**src/ole_pkg.sv**
```systemverilog
// Package for the ordered list engine: sizes, command and status codes,
// and the write request word passed to the entry store. No dependencies.
package ole_pkg;

    localparam int CAPACITY = 16;
    localparam int DATA_W   = 32;
    localparam int IDX_W    = (CAPACITY > 1) ? $clog2(CAPACITY) : 1;
    localparam int CNT_W    = $clog2(CAPACITY + 1);
    localparam int OP_W     = 3;
    localparam int ST_W     = 2;
    localparam int LEN_W    = 5;

    localparam logic [OP_W-1:0] OP_INS_FRONT  = 3'd0;
    localparam logic [OP_W-1:0] OP_INS_END    = 3'd1;
    localparam logic [OP_W-1:0] OP_INS_BEFORE = 3'd2;
    localparam logic [OP_W-1:0] OP_INS_AFTER  = 3'd3;
    localparam logic [OP_W-1:0] OP_DEL_HEAD   = 3'd4;
    localparam logic [OP_W-1:0] OP_DEL_TAIL   = 3'd5;
    localparam logic [OP_W-1:0] OP_DEL_KEY    = 3'd6;

    localparam logic [ST_W-1:0] ST_OK       = 2'd0;
    localparam logic [ST_W-1:0] ST_EMPTY    = 2'd1;
    localparam logic [ST_W-1:0] ST_NOTFOUND = 2'd2;
    localparam logic [ST_W-1:0] ST_FULL     = 2'd3;

    typedef struct packed {
        logic              en;
        logic [IDX_W-1:0]  addr;
        logic [DATA_W-1:0] data;
    } ole_wr_t;

endpackage

```
**src/ordered_list_engine_unit.sv**
```systemverilog
// Ordered list engine top level: command sequencer with key scan and
// entry shift over a store with one write and one read port. Depends on ole_pkg and ole_store.
//
//  channel  | ports                          | handshake
//  ---------+--------------------------------+---------------------------------
//  command  | operation, key, new_value      | taken when start & !busy
//  result   | status, length                 | valid one cycle while done high
//
// Front and end inserts pass through the move and place states, head and tail deletes
// through the move state alone, and keyed commands first scan for the key; all of them
// move entries one per cycle. Rejected commands never raise busy; each result is
// strobed in the first cycle after acceptance with busy low.
// Reset empties the list at once; stored entries are left as they are.
// The result is strobed for one cycle and cannot be held off.
module ordered_list_engine_unit (
    input  logic                        clk,
    input  logic                        rst_n,
    input  logic                        start,
    output logic                        busy,
    input  logic [ole_pkg::OP_W-1:0]    operation,
    input  logic [ole_pkg::DATA_W-1:0]  key,
    input  logic [ole_pkg::DATA_W-1:0]  new_value,
    output logic                        done,
    output logic [ole_pkg::ST_W-1:0]    status,
    output logic [ole_pkg::LEN_W-1:0]   length
);
    import ole_pkg::*;

    typedef enum logic [1:0] {
        S_IDLE,
        S_SCAN,
        S_MOVE,
        S_PLACE
    } state_t;

    state_t            state_reg;
    logic [OP_W-1:0]   op_reg;
    logic [DATA_W-1:0] key_reg;
    logic [DATA_W-1:0] val_reg;
    logic [CNT_W-1:0]  count_reg;
    logic [CNT_W-1:0]  pos_reg;
    logic [CNT_W-1:0]  src_reg;
    logic [CNT_W-1:0]  rem_reg;
    logic              ins_reg;
    logic              pend_reg;
    logic [IDX_W-1:0]  wdst_reg;
    logic              chk_vld_reg;
    logic [CNT_W-1:0]  chk_idx_reg;
    logic              done_reg;
    logic [ST_W-1:0]   status_reg;
    logic [LEN_W-1:0]  length_reg;

    ole_wr_t           wr;
    logic [DATA_W-1:0] rd_data;
    logic              full_c;
    logic              match_c;
    logic [CNT_W-1:0]  last_c;
    logic [CNT_W-1:0]  hit_pos_c;

    ole_store u_store (
        .clk     (clk),
        .wr      (wr),
        .rd_addr (src_reg[IDX_W-1:0]),
        .rd_data (rd_data)
    );

    assign full_c    = (count_reg >= CNT_W'(CAPACITY));
    assign match_c   = (rd_data == key_reg);
    assign last_c    = count_reg - CNT_W'(1);
    assign hit_pos_c = (op_reg == OP_INS_AFTER) ? chk_idx_reg + CNT_W'(1) : chk_idx_reg;

    always_comb
    begin
        wr.en   = 1'b0;
        wr.addr = wdst_reg;
        wr.data = rd_data;
        if (state_reg == S_MOVE && pend_reg)
        begin
            wr.en = 1'b1;
        end
        else if (state_reg == S_PLACE)
        begin
            wr.en   = 1'b1;
            wr.addr = pos_reg[IDX_W-1:0];
            wr.data = val_reg;
        end
    end

    always_ff @(posedge clk or negedge rst_n)
    begin
        if (!rst_n)
        begin
            state_reg   <= S_IDLE;
            count_reg   <= '0;
            rem_reg     <= '0;
            pend_reg    <= 1'b0;
            chk_vld_reg <= 1'b0;
            done_reg    <= 1'b0;
            status_reg  <= ST_OK;
            length_reg  <= '0;
            op_reg      <= '0;
            key_reg     <= '0;
            val_reg     <= '0;
            pos_reg     <= '0;
            src_reg     <= '0;
            ins_reg     <= 1'b0;
            wdst_reg    <= '0;
            chk_idx_reg <= '0;
        end
        else
        begin
            done_reg <= 1'b0;
            case (state_reg)
                S_IDLE:
                begin
                    chk_vld_reg <= 1'b0;
                    pend_reg    <= 1'b0;
                    if (start)
                    begin
                        op_reg  <= operation;
                        key_reg <= key;
                        val_reg <= new_value;
                        case (operation)
                            OP_INS_FRONT, OP_INS_END:
                            begin
                                if (full_c)
                                begin
                                    done_reg   <= 1'b1;
                                    status_reg <= ST_FULL;
                                    length_reg <= LEN_W'(count_reg);
                                end
                                else
                                begin
                                    pos_reg   <= (operation == OP_INS_FRONT) ? '0 : count_reg;
                                    rem_reg   <= (operation == OP_INS_FRONT) ? count_reg : '0;
                                    src_reg   <= last_c;
                                    ins_reg   <= 1'b1;
                                    state_reg <= S_MOVE;
                                end
                            end
                            OP_INS_BEFORE, OP_INS_AFTER, OP_DEL_KEY:
                            begin
                                if (count_reg == '0)
                                begin
                                    done_reg   <= 1'b1;
                                    status_reg <= ST_EMPTY;
                                    length_reg <= LEN_W'(count_reg);
                                end
                                else if (full_c && operation != OP_DEL_KEY)
                                begin
                                    done_reg   <= 1'b1;
                                    status_reg <= ST_FULL;
                                    length_reg <= LEN_W'(count_reg);
                                end
                                else
                                begin
                                    src_reg   <= '0;
                                    rem_reg   <= count_reg;
                                    state_reg <= S_SCAN;
                                end
                            end
                            OP_DEL_HEAD, OP_DEL_TAIL:
                            begin
                                if (count_reg == '0)
                                begin
                                    done_reg   <= 1'b1;
                                    status_reg <= ST_EMPTY;
                                    length_reg <= LEN_W'(count_reg);
                                end
                                else
                                begin
                                    pos_reg   <= (operation == OP_DEL_HEAD) ? '0 : last_c;
                                    rem_reg   <= (operation == OP_DEL_HEAD) ? last_c : '0;
                                    src_reg   <= (operation == OP_DEL_HEAD) ? CNT_W'(1) : count_reg;
                                    ins_reg   <= 1'b0;
                                    state_reg <= S_MOVE;
                                end
                            end
                            default:
                            begin
                                done_reg   <= 1'b1;
                                status_reg <= ST_OK;
                                length_reg <= LEN_W'(count_reg);
                            end
                        endcase
                    end
                end

                S_SCAN:
                begin
                    // issue the next read while the previous one is compared
                    if (rem_reg != '0)
                    begin
                        chk_vld_reg <= 1'b1;
                        chk_idx_reg <= src_reg;
                        src_reg     <= src_reg + CNT_W'(1);
                        rem_reg     <= rem_reg - CNT_W'(1);
                    end
                    else
                    begin
                        chk_vld_reg <= 1'b0;
                    end
                    if (chk_vld_reg && match_c)
                    begin
                        chk_vld_reg <= 1'b0;
                        state_reg   <= S_MOVE;
                        if (op_reg == OP_DEL_KEY)
                        begin
                            pos_reg <= chk_idx_reg;
                            rem_reg <= last_c - chk_idx_reg;
                            src_reg <= chk_idx_reg + CNT_W'(1);
                            ins_reg <= 1'b0;
                        end
                        else
                        begin
                            pos_reg <= hit_pos_c;
                            rem_reg <= count_reg - hit_pos_c;
                            src_reg <= last_c;
                            ins_reg <= 1'b1;
                        end
                    end
                    else if (chk_vld_reg && chk_idx_reg == last_c)
                    begin
                        chk_vld_reg <= 1'b0;
                        done_reg    <= 1'b1;
                        status_reg  <= ST_NOTFOUND;
                        length_reg  <= LEN_W'(count_reg);
                        state_reg   <= S_IDLE;
                    end
                end

                S_MOVE:
                begin
                    if (rem_reg != '0)
                    begin
                        pend_reg <= 1'b1;
                        rem_reg  <= rem_reg - CNT_W'(1);
                        if (ins_reg)
                        begin
                            wdst_reg <= IDX_W'(src_reg + CNT_W'(1));
                            src_reg  <= src_reg - CNT_W'(1);
                        end
                        else
                        begin
                            wdst_reg <= IDX_W'(src_reg - CNT_W'(1));
                            src_reg  <= src_reg + CNT_W'(1);
                        end
                    end
                    else
                    begin
                        pend_reg <= 1'b0;
                        if (ins_reg)
                        begin
                            state_reg <= S_PLACE;
                        end
                        else
                        begin
                            count_reg  <= last_c;
                            done_reg   <= 1'b1;
                            status_reg <= ST_OK;
                            length_reg <= LEN_W'(last_c);
                            state_reg  <= S_IDLE;
                        end
                    end
                end

                S_PLACE:
                begin
                    count_reg  <= count_reg + CNT_W'(1);
                    done_reg   <= 1'b1;
                    status_reg <= ST_OK;
                    length_reg <= LEN_W'(count_reg + CNT_W'(1));
                    state_reg  <= S_IDLE;
                end

                default:
                begin
                    state_reg <= S_IDLE;
                end
            endcase
        end
    end

    assign busy   = (state_reg != S_IDLE);
    assign done   = done_reg;
    assign status = status_reg;
    assign length = length_reg;

endmodule

```
**src/ole_store.sv**
```systemverilog
// Entry store: one write port, one read port with registered read data.
// Depends on ole_pkg.
module ole_store (
    input  logic                       clk,
    input  ole_pkg::ole_wr_t           wr,
    input  logic [ole_pkg::IDX_W-1:0]  rd_addr,
    output logic [ole_pkg::DATA_W-1:0] rd_data
);
    import ole_pkg::*;

    logic [DATA_W-1:0] mem [CAPACITY];

    always_ff @(posedge clk)
    begin
        if (wr.en)
        begin
            mem[wr.addr] <= wr.data;
        end
    end

    always_ff @(posedge clk)
    begin
        rd_data <= mem[rd_addr];
    end

endmodule

```
**config.mk**
```make
export PLATFORM = sky130hd
export DESIGN_NAME = ordered_list_engine_unit
export DESIGN_NICKNAME = d
export VERILOG_FILES = /design/src/ole_pkg.sv /design/src/ordered_list_engine_unit.sv /design/src/ole_store.sv
export SDC_FILE = /design/constraint.sdc
export NUM_CORES = 1
export LEC_CHECK = 0
export ABC_AREA = 1
export BUFFER_PORTS_ARGS = -buffer_cell sky130_fd_sc_hd__buf_2
export CELL_PAD_IN_SITES_DETAIL_PLACEMENT = 1
export CELL_PAD_IN_SITES_GLOBAL_PLACEMENT = 1
export CORE_MARGIN = 2
export CORE_UTILIZATION = 50
export CTS_CLUSTER_SIZE = 28
export DETAILED_ROUTE_END_ITERATION = 10
export HOLD_SLACK_MARGIN = 0.15
export PLACE_DENSITY_LB_ADDON = 0.1
export RECOVER_POWER = 50
export SKIP_CTS_REPAIR_TIMING = 1
export SYNTH_ARGS = -nofsm -noshare
export SYNTH_HDL_FRONTEND = slang
export SYNTH_SLANG_ARGS = --single-unit
```
**constraint.sdc**
```tcl
create_clock -name clk -period 5 [get_ports clk]
set_clock_uncertainty 0.15 [all_clocks]
set_input_delay 1.5 -clock clk [delete_from_list [all_inputs] [get_ports clk]]
set_output_delay 1.5 -clock clk [all_outputs]
set_load 0.005 [all_outputs]
```
**Yosys cells after proc, flatten, opt, wreduce, memory -nomap -nowiden**

Memory sizes are Yosys's and may differ from the RTL's. A register that Yosys moved wholly into a read port is not among the register bits.
Index checks and enable logic that the tools add are counted.

- Flip-flop bits (word level): 108
- Bits in writable memories: 512
- Input bits: 70
- Logic and storage cells: 181
- Memories kept: 1

Memory list:

| name | depth | width | read ports | clocked after memory_dff | wr ports | RTL line | RTL |
|---|---|---|---|---|---|---|---|
| u_store.mem | 16 | 32 | 1 | 1 | 1 | ole_store.sv:11 | `logic [DATA_W-1:0] mem [CAPACITY];` |

- Add/subtract/negate cells: 8
- $lt $le $gt $ge: 1
- Equal/unequal tests: 32
- Muxes and demuxes: 98
- Reductions and logical operators: 25

Operators by type and width:

| cell | number |
|---|---|
| $mux 5 | 31 |
| $pmux 5 s3 | 5 |
| $mux 37 | 1 |
| $mux 2 | 18 |
| $mux 36 | 1 |
| $eq 32x32->1 | 1 |
| $mux 4 | 8 |
| $ne 3x3->1 const B | 9 |
| $mux 1 | 20 |
| $pmux 5 s4 | 1 |
| $pmux 2 s4 | 2 |
| $pmux 4 s2 | 2 |
| $reduce_and 8->1 | 2 |
| $add 5x1->5 const B | 3 |
| $sub 5x1->5 const B | 3 |
| $eq 3x3->1 const B | 4 |
| $ne 2x2->1 const B | 6 |
| $pmux 2 s3 | 2 |
| $pmux 5 s2 | 1 |
| $sub 5x5->5 | 2 |
| $eq 3x2->1 const B | 3 |
| $reduce_and 9->1 | 1 |
| $pmux 1 s2 | 4 |
| $reduce_bool 2->1 | 4 |
| other kinds (23) | 30 |

**Depth between registers and ports, before layout**

- Word-level depth: 7
- Depth in mapped cells: 18

**Modules after synthesis**

A second synthesis with hierarchy kept.

- Cell total of the unflattened synthesis: 3264
- Area, all modules: 30291.6 sq um

By module, submodules not included:

| module | times used | cells each | area an instance (sq um) | sequential area each (sq um) |
|---|---|---|---|---|
| ole_store | 1 | 2120 | 22730.6 | 16015.4 |
| ordered_list_engine_unit | 1 | 1144 | 7561.0 | 2702.6 |

**Worst setup path after synthesis**

No wires, ideal clock.

- Path type: register to register
- Start point: register state_reg[0]
- End point: memory u_store.mem[0][0] (enable)
- Arrival: 2.891 ns
- Slack: 1.537 ns
- Cell stages (with the launch flop): 10
- Path through: dfrtp_1 inv_1 ha_1 buf_2 nand2_1 nand2_1 buf_2 o21ai_0 nand2_1 nor2_1

- Longest elaborated chain between the ends: 5
- Elaborated cells between the ends (all ways): 8
- Classes of those cells: 2 x eq/ne; 5 x mux; 1 x reduce/logical

RTL lines:

| what | RTL line | RTL |
|---|---|---|
| start: declaration | ordered_list_engine_unit.sv:36 | `state_t state_reg;` |
| start signal: assignment | ordered_list_engine_unit.sv:93 | `state_reg <= S_IDLE;` |
| start signal: assignment | ordered_list_engine_unit.sv:138 | `state_reg <= S_MOVE;` |
| start signal: assignment | ordered_list_engine_unit.sv:159 | `state_reg <= S_SCAN;` |
| $eq 2x2->1 (on tied branches) | ordered_list_engine_unit.sv:81, ordered_list_engine_unit.sv:77 |  |
| $mux 37 or $logic_and 1x1->1 (tied branches) | ordered_list_engine_unit.sv:81, ordered_list_engine_unit.sv:77 |  |
| $mux 1 | ordered_list_engine_unit.sv:77 | `if (state_reg == S_MOVE && pend_reg)` |
| $mux 1 | ole_store.sv:15 | `if (wr.en)` |
| $mux 1 (implied by the code) | ole_store.sv:17 | `mem[wr.addr] <= wr.data;` |
| end: declaration | ole_store.sv:11 |  |

Several ways; a longest one is shown, not always the timed one.

**Worst setup path in the final report**

- Start point: input start
- End point: register val_reg[27]

- Longest elaborated chain between the ends: 1

RTL lines:

| what | RTL line | RTL |
|---|---|---|
| start: declaration | ordered_list_engine_unit.sv:18 | `input logic start,` |
| $reduce_and 2->1 (no line) | - |  |
| end signal: assignment | ordered_list_engine_unit.sv:122 | `val_reg <= new_value;` |
| end: declaration | ordered_list_engine_unit.sv:39 | `logic [DATA_W-1:0] val_reg;` |

No other way between the ends.
A chain may end at the register's enable or synchronous reset.

==> flow_summary_export.csv <==
group,metric,value,unit
floorplan,initial_utilization,50.6,%
critical_path,end_kind,"flop",
yosys,yosysWarningCount,0,
placed_design,place.gp.congestion,0.908,
global_routing,gr-total-overflow,0,
status,status,"complete, but fails checks",
yosys,synth_area_leader_cell,"edfxtp_1",
detailed_routing,viasPerCell,5.99,
yosys,yosys-top-cells-area,"edfxtp_1 (55%), dfrtp_1 (9.7%), nor2_1 (5.6%)",
layout,diodes,0,
pwr,powerDensity,349,nW/um^2
global_routing,grt_max_degree,155,
detailed_routing,postRouteAntennaNets,0,
critical_path,arrival,4.53,ns
critical_path,worst-path-max-fanout,68,
yosys,synth_top_flop_cell,"edfxtp_1",
clock_network,htree_levels,3,
sta,tns,0,ns
pwr,p_leak,0.0102,uW
yosys,synth_edf_count,512,
sta,setup_ws,0.800,ns
layout,largest_register_ffs,512,
sta,finalHoldViolCount,0,
yosys,ys_async_sr_fraction,16.6,%
placed_design,hpwl,54200,um
sta,worst_pin_slew,2.53,ns
clock_network,cts.path.max_buffers,3,
floorplan,die_h,240,um
yosys,synth-seq-area-share,67.2,%
clock_network,cts_buffers,70,
yosys,synth_seq_cells,652,
detailed_routing,detail_route.iter0.violations,1914,
layout,fillCellCount,5724,
sta,rsz0062_at_grt,"false",
clock_network,cts_tree,"yes",
global_routing,grt_pass1_vias,20500,
status,violations,"max-capacitance violations, max-slew violations",
placed_design,placed_area,29300,sq um
critical_path,crit_type,"in -> reg",
sta,slew_violations,401,
global_routing,antenna_found_initial,6,
yosys,synth_top_area_share,55.2,%
detailed_routing,drc,0,
layout,layout-drive-gt1-share,10.9,%
placed_design,pre_cts_slack,0.967,ns
sta,clock.fmax,238,MHz
layout,layoutNonFillerInstCount,3357,
global_routing,track_usage,30.0,%
layout,max_flop_register,"u_store.mem",
yosys,synth_cell_type_count,50,
placed_design,portBuffers,78,
critical_path,cp-start-kind,"primary input",
placed_design,placed_cells,3230,
layout,finalInstanceArea,31300,sq um
sta,fin_crit,4.20,ns
sta,hold-worst-slack,0.344,ns
layout,synthToLayoutAreaGrowth,12.5,%
critical_path,cp.required,5.33,ns
sta,period_share,84.0,%
yosys,synthCells,2494,
detailed_routing,wl,85700,um
clock_network,clock-sinks,652,
detailed_routing,wl_per_cell,25.5,um
floorplan,dieArea,57600,sq um
detailed_routing,vias,20100,
floorplan,ios,79,
yosys,synth_fp_nets,2583,
floorplan,coreArea,55100,sq um
sta,setup_viol,0,
clock_network,insertion_delay,0.63,ns
worst_hold_path,holdCritPathClass,"reg -> reg",
floorplan,die_w,240,um
pwr,ir_drop,0.297,mV
clock_network,clk_pin_slew_worst_paths,0.06,ns
job,drv_cap,11,
layout,mostFrequentLayoutCells,"edfxtp_1 (512), nor2_1 (404), nand2_1 (358), o21ai_0 (299), inv_1 (137)",
layout,nets,2644,
detailed_routing,drtPass1Iterations,5,
global_routing,grt_first_pass_wirelength,128000,um
layout,final_common_cell,"edfxtp_1",
yosys,syn_area,27900,sq um
sta,slew_headroom,-69.3,%
yosys,syn_avg_cell_area,11.2,sq um
clock_network,clockRootBuffer,"clkbuf_16",
floorplan,rows,86,
-- path summary, 6_finish.rpt --
kind | from | end | slack (ns) | depth (start not counted)
worst max-delay path | start | val_reg[27] | 0.80 | 4
worst max register to register | state_reg[0] | u_store.mem[3][9] | 0.87 | 10
min in group asynchronous | rst_n | count_reg[3] | 1.29 | 1
worst min register to register | rem_reg[4] | rem_reg[4] | 0.34 | 2
max in group asynchronous | rst_n | src_reg[1] | 2.01 | 1
worst min-delay path | rem_reg[4] | rem_reg[4] | 0.34 | 2
-- power breakdown --
group / switching [uW] / internal, uW / total (uW)
logic: 41.0 / 25.0 / 66.0
registers: 0 / 5780 / 5780
clock network: 2200 / 2900 / 5100
total: 2240 / 8700 / 10900
-- cell type report --
cell class / count / area, sq um / share of cell area, %
clock buffers: 87 / 1880 / 5.99
clock inverters: 39 / 364 / 1.16
inverters: 147 / 561 / 1.79
multi-input cells: 1559 / 8110 / 25.9
flip-flops and latches: 652 / 18700 / 59.8
well taps: 748 / 936 / 2.99
repair buffers: 125 / 767 / 2.45
-- metrics by stage --
step | util [%] | power (uW)
after global placement | 52.9 | 5960
after detailed placement | 53.2 | 5960
after floorplan | - | 5900
after global routing | 56.9 | 11200
after CTS | 57.2 | 11000
final | 56.9 | 10900
-- layer usage --
| layer | up-vias | GRT usage, % | share of wire (%) |
|---|---|---|---|
| met5 | - | 0 | 0.011 |
| met4 | 2 | 10.6 | 3.3 |
| met3 | 179 | 5.91 | 7.3 |
| met2 | 725 | 46.8 | 46 |
| met1 | 10200 | 42.1 | 43 |
| li1 | 9004 | - | - |
-- Yosys cell counts (all sizes together) (5+ instances only) --
cell	n
xor2	10
mux2	39
clkbuf	98
nand3	93
nand4	17
buf	38
ha	17
o21ai	310
o211ai	35
o221ai	99
o22ai	38
edfxtp	512
xnor2	11
dfxtp	32
a21oi	73
dfrtp	108
nor2	423
inv	146
nor3	5
nand2	360
-- worst max-delay path: stages --
cell and delay (ns):
clkbuf_1 0.13, nand2_1 1.80, clkbuf_1 0.68, mux2_2 0.41
-- cells by family after synthesis --
family	Yosys count	share of synthesized area, %
AO/OA/AOI/OAI	573	12.3
XOR/XNOR	21	0.660
adder cells (fa/ha/maj)	19	0.907
buffers and inverters	283	4.00
flip-flops	652	67.2
multiplexers	40	1.61
AND/OR/NAND/NOR	906	13.3
No activity file was read; power rests on OpenSTA's default activity.
